===== src/rpq_pkg.sv =====
// Shared types and constants for the record priority queue.
// No dependencies; imported by every other file in src.
`default_nettype none

package rpq_pkg;

  localparam int unsigned DEFAULT_CAPACITY = 32;
  localparam int unsigned PRIO_W           = 8;
  localparam int unsigned NUM_LEVELS       = 1 << PRIO_W;
  localparam int unsigned FREE_W           = 6;

  typedef struct packed {
    logic [15:0]       plate;
    logic [7:0]        origin;
    logic [7:0]        destination;
    logic [PRIO_W-1:0] prio;
  } rec_t;

  typedef enum logic {
    OP_INSERT  = 1'b0,
    OP_EXTRACT = 1'b1
  } op_e;

  // Memory strobes from the controller to the store.
  typedef struct packed {
    logic rec_we;
    logic rec_re;
    logic next_we;
    logic next_re;
    logic ht_we;
    logic ht_re;
  } store_ctrl_t;

  // Occupancy map update: mark a level occupied or empty.
  typedef struct packed {
    logic              set;
    logic              clr;
    logic [PRIO_W-1:0] level;
  } level_upd_t;

endpackage

`default_nettype wire


===== src/rpq_store.sv =====
// Record, link and per-level head/tail memories of the record priority queue.
// Depends on rpq_pkg. All reads are registered.
`default_nettype none

module rpq_store #(
  parameter int unsigned CAPACITY = rpq_pkg::DEFAULT_CAPACITY
) (
  input  logic                             clk_i,
  input  rpq_pkg::store_ctrl_t             ctrl_i,
  input  logic [$clog2(CAPACITY)-1:0]      rec_waddr_i,
  input  rpq_pkg::rec_t                    rec_wdata_i,
  input  logic [$clog2(CAPACITY)-1:0]      rec_raddr_i,
  output rpq_pkg::rec_t                    rec_rdata_o,
  input  logic [$clog2(CAPACITY)-1:0]      next_waddr_i,
  input  logic [$clog2(CAPACITY)-1:0]      next_wdata_i,
  input  logic [$clog2(CAPACITY)-1:0]      next_raddr_i,
  output logic [$clog2(CAPACITY)-1:0]      next_rdata_o,
  input  logic [rpq_pkg::PRIO_W-1:0]       ht_waddr_i,
  input  logic [$clog2(CAPACITY)-1:0]      ht_whead_i,
  input  logic [$clog2(CAPACITY)-1:0]      ht_wtail_i,
  input  logic [rpq_pkg::PRIO_W-1:0]       ht_raddr_i,
  output logic [$clog2(CAPACITY)-1:0]      ht_rhead_o,
  output logic [$clog2(CAPACITY)-1:0]      ht_rtail_o
);
  import rpq_pkg::*;

  localparam int unsigned PTR_W = $clog2(CAPACITY);

  rec_t             rec_mem  [CAPACITY];
  logic [PTR_W-1:0] next_mem [CAPACITY];
  logic [2*PTR_W-1:0] ht_mem [NUM_LEVELS];

  // record payloads
  always_ff @(posedge clk_i) begin
    if (ctrl_i.rec_we) begin
      rec_mem[rec_waddr_i] <= rec_wdata_i;
    end
    if (ctrl_i.rec_re) begin
      rec_rdata_o <= rec_mem[rec_raddr_i];
    end
  end

  // successor links, shared by the level lists and the free list
  always_ff @(posedge clk_i) begin
    if (ctrl_i.next_we) begin
      next_mem[next_waddr_i] <= next_wdata_i;
    end
    if (ctrl_i.next_re) begin
      next_rdata_o <= next_mem[next_raddr_i];
    end
  end

  // head and tail slot of each priority level
  always_ff @(posedge clk_i) begin
    if (ctrl_i.ht_we) begin
      ht_mem[ht_waddr_i] <= {ht_whead_i, ht_wtail_i};
    end
    if (ctrl_i.ht_re) begin
      {ht_rhead_o, ht_rtail_o} <= ht_mem[ht_raddr_i];
    end
  end

endmodule

`default_nettype wire


===== config.mk =====
export PLATFORM = sky130hd
export DESIGN_NAME = rpq_store
export DESIGN_NICKNAME = d
export VERILOG_FILES = /design/src/rpq_pkg.sv /design/src/rpq_store.sv
export SDC_FILE = /design/constraint.sdc
export NUM_CORES = 2
export LEC_CHECK = 0
export ABC_AREA = 0
export BUFFER_PORTS_ARGS = -buffer_cell sky130_fd_sc_hd__buf_2
export CAP_MARGIN = 10
export CORE_ASPECT_RATIO = 0.9
export CORE_UTILIZATION = 25
export DETAILED_ROUTE_END_ITERATION = 16
export GPL_TIMING_DRIVEN = 0
export PLACE_DENSITY = 0.45
export SLEW_MARGIN = 20
export SYNTH_ARGS = -nofsm -noshare
export SYNTH_HDL_FRONTEND = slang
export SYNTH_SLANG_ARGS = --single-unit

===== constraint.sdc =====
create_clock -name clk_i -period 4 [get_ports clk_i]
set_clock_uncertainty 0.1 [all_clocks]
set_input_delay 0.2 -clock clk_i [delete_from_list [all_inputs] [get_ports clk_i]]
set_output_delay 0.2 -clock clk_i [all_outputs]
set_load 0.03 [all_outputs]

==> metrics.md <==
| Metric | Value |
|---|---|
| Cells along the critical path | buf_2 > buf_4 > buf_2 > buf_2 > mux4_2 > a221oi_1 > o21ai_0 > o31ai_1 > a311oi_4 |
| WP data required | ~4600 ps |
| Syn Nets | 7012 |
| Worst r2r dst | ht_rhead_o[2] |
| Power Density | 494 mW/mm2 |
| Vias in the first global route | between 70000 and 80000 |
| Crit share post-route | 109% |
| WP buf/inv | 4 |
| Max-slew headroom | between 10% and 20% |
| Cell mode on critical path | buf_2 |
| Data arrival, critical path | 4930 ps |
| Num ports | 153 |
| Final ANT Viol Nets | 0 |
| Clk_lat worst skew | ~1000 ps |
| Dpl hpwl | roughly 350000 um |
| Netlist cell types | 75 |
| Startpoint Class | input pin |
| Commonest non-fill, non-tap cell in the layout | edfxtp_1 |
| First-pass GRT wire length | 686000 um |
| Commonest cells after routing, fill and taps aside | edfxtp_1 (4055), mux4_2 (904), clkbuf_16 (426), mux2i_1 (276), buf_2 (238) |
| Hold path start | ctrl_i[3] |
| Routed vias | a little under 80000 |
| Max Cap Violations | 0 |
| Seq/Total Area, Yosys | between 70 and 80% |
| Layout cells sized above 1 | 28.8% |
| Core footprint | 0.620 mm2 |
| Die area | roughly 0.63 mm2 |
| HP Class | in2reg |
| Max Slew Vio Count | 0 |
| Syn Area/Cell | 22.5 um2 |
| Placement Cell Area | ~0.17 mm2 |
| CTS sink cnt | 4055 |
| Synth Register Bits | 4055 |
| Post-synth EDFFs | 4055 |
| Hold Path Sink | next_mem[10][3] |
| Die height | 751 um |
| Slowest cell on crit path | a221oi_1 |
| Yosys Warn Count | 0 |
| Worst-margin pin slew | 1270 ps |
| Finish-stage setup viols | 27 |
| Starting density of the core | between 20% and 30% |
| Layout area overhead | 19.1% |
| Synthesized area | roughly 0.16 mm2 |
| Hold depth | 3 |
| Die Wd | 834 um |
| Crit path kind | in2reg |
| DP Worst Slack | -2180 ps |
| Fin nets | slightly below 8000 |
| Total CTS buffers | 425 |
| VDD IR max | ~0.4 mV |
| Initial antenna violation count | 50 |
| CTS Root Cell | clkbuf_16 |
| Final WS setup | -370 ps |
| IO buf count | 141 |
| Achievable frequency | around 0.23 GHz |
| Max incr delay on CP | 1010 ps |
| WL final | roughly 510000 um |
| Crit path max-delay family | compound AO/OA/AOI/OAI gates |
| Total iterations of the first detailed-routing run | 6 |
| Post-Syn Instances | 6914 |
| Max Fanout on Critical Path | 10 |
| Final setup TNS | -2650 ps |
| DRC violations left | 0 |
| Failing checks | negative setup slack |
| Gpl congestion | 0.880 |
| Worst reg2reg setup slack | -80 ps |
| Number of cell rows | 274 |
| Grt ovf | 0 |
| Average vias per placed instance | between 4 and 5 |
| Htree depth | 5 |
| Iter 0 DRT Violations | 9626 |
| Leakage | around 57 nW |
| Post-route minimum period | approximately 4400 ps |
| RR Startpoint | ht_mem[115][7] |
| Synth async-reset ratio | 0% |
| Clock-pin slew on the worst setup and hold paths | 60 ps |
| Final core occ | 29.9% |
| Nature of the critical path endpoint | flop |
| R2R cell count | 6 |
| Outcome | complete, but fails checks |
| RSZ-0062 raised after global routing | false |
| Largest net degree at the start of global routing | 129 |
| Post-synth top flop | edfxtp_1 |
| Finished Cell Area | 0.186 mm2 |
| GRT Total Usage | 15.9% |
| Bufs on Longest Clock Path | 4 |
| Drt wl/cell | approximately 31 um |
| CTS tree | done |
| Final Hold Violating Endpoints | 0 |
-- power by group --
group	switching [mW]	leakage, nW	total, mW	internal (mW)
logic	3.81	13.7	5.59	1.79
registers	0.100	36.5	47.2	47.1
clock network	17.1	6.55	38.9	21.7
-- per-stage QoR --
stage / power, mW / hold WS, ps / cells
5_1_grt: 94.0 / 54.7 / 16345
3_5_place_dp: 53.5 / 333 / 15476
4_1_cts: 92.4 / 0.715 / 16340
2_1_floorplan: 50.5 / 199 / 6914
3_3_place_gp: 53.4 / 375 / 15335
6_report: 91.6 / 83.8 / 16358
-- sequential cells by signal, indices dropped and copies added (netlist names) --
| signal | count |
|---|---|
| ht_mem | 2560 |
| ht_rhead_o | 5 |
| ht_rtail_o | 5 |
| next_mem | 160 |
| next_rdata_o | 5 |
| rec_mem | 1280 |
| rec_rdata_o | 40 |
-- kinds of logic after synthesis --
kind of cell | count (synthesis) | synth area share, %
AO/OA/AOI/OAI | 614 | 2.81
AND/OR/NAND/NOR | 571 | 1.57
buffers and inverters | 399 | 1.62
multiplexers | 1275 | 15.9
flip-flops | 4055 | 78.1
-- tightest hold or removal path, cell delays in order --
cell and delay [ps]:
buf_2 120, nand3b_1 390, nor2_1 230
-- routing by layer --
metal / up-vias / track usage, % / wire length [um]
li1: 31133 / - / -
met1: 43104 / 22.4 / 222000
met2: 3728 / 24.6 / 230000
met3: 821 / 3.17 / 41800
met4: 8 / 5.29 / 19900
met5: - / 0 / 55
-- worst max path at each step --
stage                           endpoint            from  cells after the start  slack [ps]
final                      ht_rhead_o[0]   ht_raddr_i[1]                      9        -370
after global routing       ht_rhead_o[1]   ht_raddr_i[1]                      9           1
after CTS                  ht_rtail_o[1]   ht_raddr_i[1]                     11         -30
after detailed placement   ht_rtail_o[1]   ht_raddr_i[5]                      9       -2180
after global placement     ht_rtail_o[2]   ht_raddr_i[5]                      9       -3130
after floorplan           rec_mem[12][0]  rec_waddr_i[1]                      3         920
-- what timing repair did --
item | in CTS | in global routing
pin swaps | 2 | 1
buffers inserted | 0 | 0
hold endpoints to repair | 4402 | 0
endpoints found under the setup margin | 6 | 2
resized for setup | 12 | 2
hold buffers | 92 | 0
-- cell type report --
type	instances	area, um2
inverters	4	20.0
repair buffers	375	4980
fillers	60067	434000
flip-flops and latches	4055	122000
clock buffers	525	11000
plain buffers	394	2570
diodes	17	42.5
clock inverters	248	2500
well taps	8280	10400
multi-input cells	2460	32400
-- synthesized netlist by cell type (all sizes together) (7+ instances only) --
cell	n	share of area [%]
a31oi	8	0.032
edfxtp	4055	78
buf	224	1.1
nand2	64	0.15
a22oi	173	0.83
o22ai	44	0.18
a211oi	32	0.15
clkbuf	169	0.47
a21boi	7	0.034
mux2	60	0.43
o21ai	50	0.16
mux2i	276	1.8
nor2b	13	0.052
o2111ai	8	0.045
nand3b	13	0.063
nand2b	7	0.028
a221oi	29	0.17
nor3	16	0.055
nor2	384	0.93
and2	8	0.032
o221ai	48	0.28
a21oi	114	0.37
a22o	37	0.21
o211ai	10	0.048
o31ai	11	0.053
mux4	939	14
nand3	33	0.11
nor4	9	0.036
a2bb2oi	12	0.067
(Power assumes the default switching activity.)
