<file path="src/rpq_pkg.sv">
// Shared types and constants for the record priority queue.
// No dependencies; imported by every other file in src.
`default_nettype none

package rpq_pkg;

  localparam int unsigned DEFAULT_CAPACITY = 32;
  localparam int unsigned PRIO_W           = 8;
  localparam int unsigned NUM_LEVELS       = 1 << PRIO_W;
  localparam int unsigned FREE_W           = 6;

  typedef struct packed {
    logic [15:0]       plate;
    logic [7:0]        origin;
    logic [7:0]        destination;
    logic [PRIO_W-1:0] prio;
  } rec_t;

  typedef enum logic {
    OP_INSERT  = 1'b0,
    OP_EXTRACT = 1'b1
  } op_e;

  // Memory strobes from the controller to the store.
  typedef struct packed {
    logic rec_we;
    logic rec_re;
    logic next_we;
    logic next_re;
    logic ht_we;
    logic ht_re;
  } store_ctrl_t;

  // Occupancy map update: mark a level occupied or empty.
  typedef struct packed {
    logic              set;
    logic              clr;
    logic [PRIO_W-1:0] level;
  } level_upd_t;

endpackage

`default_nettype wire

</file>
<file path="src/rpq_level_map.sv">
// Occupancy map over all priority levels with a two-step highest-level search.
// Depends on rpq_pkg. Group index is registered, level index is derived combinationally from it.
`default_nettype none

module rpq_level_map (
  input  logic                        clk_i,
  input  logic                        rst_ni,
  input  rpq_pkg::level_upd_t         upd_i,
  input  logic [rpq_pkg::PRIO_W-1:0]  query_i,
  output logic                        hit_o,
  output logic                        any_o,
  output logic [rpq_pkg::PRIO_W-1:0]  level_o
);
  import rpq_pkg::*;

  localparam int unsigned SUB_W  = PRIO_W / 2;
  localparam int unsigned GRP_W  = PRIO_W - SUB_W;
  localparam int unsigned GRP_N  = 1 << GRP_W;
  localparam int unsigned SUB_N  = 1 << SUB_W;

  logic [NUM_LEVELS-1:0] map_q;
  logic [GRP_W-1:0]      grp_q;
  logic [GRP_N-1:0]      grp_any;
  logic [GRP_W-1:0]      grp_top;
  logic [SUB_N-1:0]      sub_bits;
  logic [SUB_W-1:0]      sub_top;

  always_comb begin
    for (int g = 0; g < GRP_N; g++) begin
      grp_any[g] = |map_q[g*SUB_N +: SUB_N];
    end
  end

  always_comb begin
    grp_top = '0;
    for (int g = 0; g < GRP_N; g++) begin
      if (grp_any[g]) begin
        grp_top = GRP_W'(g);
      end
    end
  end

  assign sub_bits = map_q[grp_q*SUB_N +: SUB_N];

  always_comb begin
    sub_top = '0;
    for (int s = 0; s < SUB_N; s++) begin
      if (sub_bits[s]) begin
        sub_top = SUB_W'(s);
      end
    end
  end

  assign level_o = {grp_q, sub_top};
  assign any_o   = |grp_any;
  assign hit_o   = map_q[query_i];

  always_ff @(posedge clk_i or negedge rst_ni) begin
    if (!rst_ni) begin
      map_q <= '0;
      grp_q <= '0;
    end else begin
      grp_q <= grp_top;
      if (upd_i.set) begin
        map_q[upd_i.level] <= 1'b1;
      end else if (upd_i.clr) begin
        map_q[upd_i.level] <= 1'b0;
      end
    end
  end

endmodule

`default_nettype wire

</file>
<file path="config.mk">
export PLATFORM = sky130hd
export DESIGN_NAME = rpq_level_map
export DESIGN_NICKNAME = d
export VERILOG_FILES = /design/src/rpq_pkg.sv /design/src/rpq_level_map.sv
export SDC_FILE = /design/constraint.sdc
export NUM_CORES = 1
export LEC_CHECK = 0
export ABC_AREA = 1
export BUFFER_PORTS_ARGS = -buffer_cell sky130_fd_sc_hd__buf_2
export CORE_MARGIN = 1.5
export CORE_UTILIZATION = 35
export CTS_CLUSTER_DIAMETER = 150
export DETAILED_ROUTE_END_ITERATION = 8
export GPL_TIMING_DRIVEN = 0
export PLACE_DENSITY = 0.52
export SLEW_MARGIN = 20
export SYNTH_ARGS = -nofsm -noshare
export SYNTH_HDL_FRONTEND = slang
export SYNTH_SLANG_ARGS = --single-unit
export TNS_END_PERCENT = 30
</file>
<file path="constraint.sdc">
create_clock -name clk_i -period 1.68 [get_ports clk_i]
set_clock_uncertainty 0.05 [all_clocks]
set_input_delay 0.084 -clock clk_i [delete_from_list [all_inputs] [get_ports clk_i]]
set_output_delay 0.084 -clock clk_i [all_outputs]
set_load 0.02 [all_outputs]
</file>
==> metrics.json <==
{
  "critical_path": {
    "r2r_setup_slack_ps": -490,
    "timing.rr.end": "grp_q[0]$_DFF_PN0_",
    "timing_worst_setup_path_type": "flip-flop to output pin",
    "crit_cells": 19,
    "crit_family": "simple AND/OR/NAND/NOR gates",
    "cp_common_cell": "sky130_fd_sc_hd__nand2_1",
    "slowest_delay_ps": 420,
    "endpoint_kind": "output pin",
    "worst_ep_required_time_ps": 1550,
    "worst-r2r-cell-count": 16,
    "worstSetupStartpointType": "flip-flop",
    "cp.arrival_ps": 2950,
    "crit_path_top_delay_cell": "sky130_fd_sc_hd__dfrtp_2",
    "worst_setup_path_startpoint": "grp_q[0]$_DFF_PN0_",
    "cp-endpoint": "level_o[0]",
    "cp_num_buf_inv": 6,
    "crit_path_max_fanout": 10,
    "timing.critical_path.cells": "buf_12, inv_16, buf_8, buf_12, nor2_1, o221ai_1, nand3_1, nand2_2, inv_1, nand2_2, nand2_1, nand2_1, nand2_1, nand2_2, nand2_1, nand2_1, nand2_1, nand2_1, buf_6"
  },
  "cells_and_area": {
    "flow.area_growth_from_synthesis_pct": 25.1,
    "num-nets-final": 2258,
    "num_antenna_cells": 0,
    "post_route_cells_drive_above_1_share": 0.188,
    "fillerInstances": 4614,
    "finalCoreUtilization": 0.446
  },
  "global_route": {
    "groute.usage.overall": 0.409,
    "grt_start_max_net_pins": 92,
    "grt_pass1_vias": 17553,
    "grt.overflow.total": 0,
    "first_pass_grt_wire_length_mm": 135,
    "initial_antenna_violation_count": 4
  },
  "sta": {
    "worst_pin_slew_ps": 1060,
    "final_critical_path_required_period_ps": 3090,
    "grt_setup_unrepaired": "yes",
    "slew_headroom": 0.295,
    "layout_worst_path_cycle_share": 1.84,
    "maxSlewViolCount": 0,
    "setup_slack_ps": -1410,
    "finalSetupViolCount": 19,
    "whs_ps": 18.9,
    "final-hold-violation-count": 0,
    "timing.fmax_ghz": 0.324
  },
  "floorplan": {
    "num_rows": 77,
    "die_footprint_um2": 46600,
    "design.portCount": 30,
    "chipHeight_um": 216,
    "dieWidth_um": 216,
    "initial_utilization": 0.357,
    "core-area_um2": 44500
  },
  "detailed_routing": {
    "vias": 19267,
    "detailedRoute.firstIterationViolations": 2732,
    "first_pass_iters": 7,
    "detail_route.vias_per_cell": 6.75,
    "detail-route-antenna-nets": 0,
    "wirelength_mm": 97.6,
    "avgRoutedWirePerCell_um": 34.2,
    "drc": 0
  },
  "run_status": {
    "failing_checks": "setup timing",
    "outcome": "finished, violations left"
  },
  "logic_synthesis": {
    "post_synth_num_cell_types": 33,
    "netlist_area_um2": 15900,
    "yosys_register_bits": 260,
    "syn_avg_cell_area_um2": 7.47,
    "synthesis.instances": 2124,
    "synth-warning-count": 0,
    "synth_seq_area_share": 0.410,
    "syn_nets": 2144
  },
  "clock_network": {
    "cts.sinks": 260,
    "clkLatencyLatePin_ps": 610,
    "clock_root_buffer": "sky130_fd_sc_hd__clkbuf_16",
    "cts.htree.levels": 1,
    "cts_tree": "yes",
    "ctsLongestPathBuffers": 3,
    "clock_pin_slew_of_the_registers_on_the_worst_case_setup_and_hold_paths_ps": 60,
    "cts-buffers-inserted": 31
  },
  "power_and_ir_drop": {
    "swShare": 0.402,
    "leakage_nw": 8.32,
    "power-per-cell-area_nw_per_um2": 1190,
    "net-switching-power_w": 0.00946,
    "combinationalPowerShare": 0.356,
    "pwr-share-seq": 0.345,
    "share_clk_of_total_power": 0.299,
    "internal-power_w": 0.0141,
    "max-vdd-ir-drop_mv": 1.10
  },
  "min_path": {
    "hold_path_class": "primary input to flip-flop"
  },
  "placed_design": {
    "buffer_ports.inserted": 26,
    "gp_routability_congestion": 1.03,
    "dp_hpwl_mm": 69.9,
    "post-place-ws_ps": -1360
  },
  "job": {
    "max-cap-violations": 0
  }
}
cell usage in the layout, fill, tap and decap left out, types with 9 or more instances in the layout:
cell / synthesis / final
sky130_fd_sc_hd__nand4_1: 18 / 18
sky130_fd_sc_hd__nand3_2: 0 / 11
sky130_fd_sc_hd__o211ai_1: 37 / 37
sky130_fd_sc_hd__o22ai_1: 25 / 20
sky130_fd_sc_hd__buf_4: 14 / 51
sky130_fd_sc_hd__o32ai_2: 0 / 13
sky130_fd_sc_hd__nor2_4: 0 / 13
sky130_fd_sc_hd__clkinv_2: 0 / 11
sky130_fd_sc_hd__inv_1: 114 / 108
sky130_fd_sc_hd__a31oi_1: 233 / 233
sky130_fd_sc_hd__nor4_1: 57 / 19
sky130_fd_sc_hd__clkbuf_2: 0 / 37
sky130_fd_sc_hd__nor3_1: 12 / 9
sky130_fd_sc_hd__nand2_1: 142 / 114
sky130_fd_sc_hd__buf_6: 12 / 25
sky130_fd_sc_hd__clkbuf_1: 124 / 87
sky130_fd_sc_hd__nand2_2: 0 / 24
sky130_fd_sc_hd__dfrtp_2: 0 / 22
sky130_fd_sc_hd__nor4_2: 2 / 18
sky130_fd_sc_hd__o221ai_1: 12 / 11
sky130_fd_sc_hd__clkbuf_16: 0 / 32
sky130_fd_sc_hd__nor4_4: 0 / 22
sky130_fd_sc_hd__buf_2: 52 / 43
sky130_fd_sc_hd__dfrtp_1: 260 / 238
sky130_fd_sc_hd__buf_12: 0 / 19
sky130_fd_sc_hd__o21ai_1: 6 / 48
sky130_fd_sc_hd__nand3_1: 88 / 76
sky130_fd_sc_hd__mux2i_1: 11 / 11
sky130_fd_sc_hd__a21oi_1: 318 / 316
sky130_fd_sc_hd__o21ai_0: 246 / 198
sky130_fd_sc_hd__nor2_1: 292 / 279
worst reg2reg max path: cells and delay by family (launching register included):
family / cells / cell delay [ps]
flip-flops: 1 / 420
AND/OR/NAND/NOR: 16 / 1580
cell type report:
cell class                      instances  area (µm²)  area share
Clock buffer                           41         883      0.0445
Buffer                                202        1320      0.0663
Multi-Input combinational cell       1542        8900       0.449
Tap cell                              592         741      0.0373
Timing Repair Buffer                   82         855      0.0430
Sequential cell                       260        6530       0.329
Clock inverter                         17         149     0.00750
Inverter                              119         472      0.0238
cell families (layout without fill, tap and decap cells):
family | count (synthesis) | after routing | share of synthesized area
AO/OA/AOI/OAI | 902 | 902 | 0.319
AND/OR/NAND/NOR | 627 | 627 | 0.173
buffers and inverters | 322 | 461 | 0.0894
flip-flops | 260 | 260 | 0.410
multiplexers | 13 | 13 | 0.00835
repair_timing:
| item | in CTS | in global routing |
|---|---|---|
| endpoints found under the setup margin | 168 | 163 |
| endpoints found under the hold margin | 191 | 0 |
| pin swaps | 45 | 57 |
| buffers inserted | 19 | 24 |
| hold buffers | 6 | 0 |
| cloned | 3 | 1 |
| gates resized for setup | 256 | 163 |
power by group through the flow:
stage,logic (W),registers (W),clock network [W]
final,0.00838,0.00813,0.00703
after global routing,0.00877,0.00816,0.00724
after CTS,0.00744,0.00801,0.00702
after detailed placement,0.00633,0.00802,0
after global placement,0.00626,0.00803,0
after floorplan,0.00395,0.00758,0
per-stage QoR:
stage                     total power [W]  setup TNS (ps)  cells  area [µm²]
final                              0.0235           -9140   2855       19900
after floorplan                    0.0115           -1440   2124       15900
after global routing               0.0242           -9800   2855       19900
after CTS                          0.0225           -8520   2830       19100
after global placement             0.0143        -1346250   2742       16700
after detailed placement           0.0144         -184130   2745       16900
per-layer routing:
metal | GRT usage | part of all wire
met1 | 0.576 | 0.41
met2 | 0.572 | 0.41
met3 | 0.105 | 0.12
met4 | 0.216 | 0.060
met5 | 0 | 0.00025
how the worst min path moves through the flow:
stage,start,endpoint,cells after the start
global route,upd_i[3],flip-flop,4
CTS,upd_i[3],flip-flop,4
global placement,upd_i[9],flip-flop,2
detailed placement,rst_ni,asynchronous set/reset pin,1
finish,upd_i[3],flip-flop,4
floorplan,rst_ni,asynchronous set/reset pin,0
cell usage after synthesis, drive strengths merged:
| master | number | area share |
|---|---|---|
| dfrtp | 260 | 0.41 |
| nand3 | 88 | 0.028 |
| mux2i | 11 | 0.0069 |
| o22ai | 25 | 0.0099 |
| clkbuf | 124 | 0.029 |
| nor2 | 300 | 0.072 |
| nor4 | 59 | 0.024 |
| o32ai | 22 | 0.012 |
| nor3 | 18 | 0.0076 |
| nand2 | 142 | 0.034 |
| o21ai | 252 | 0.079 |
| mux2 | 2 | 0.0014 |
| nand4 | 18 | 0.0071 |
| o221ai | 12 | 0.0066 |
| a221oi | 2 | 0.0011 |
| a31oi | 233 | 0.092 |
| buf | 79 | 0.032 |
| o211ai | 38 | 0.018 |
| a21oi | 318 | 0.10 |
| and2 | 1 | 0.00039 |
| or3 | 1 | 0.00039 |
| inv | 117 | 0.028 |
| clkinv | 2 | 0.00047 |
Note: power is estimated with default switching activity, not from simulation.
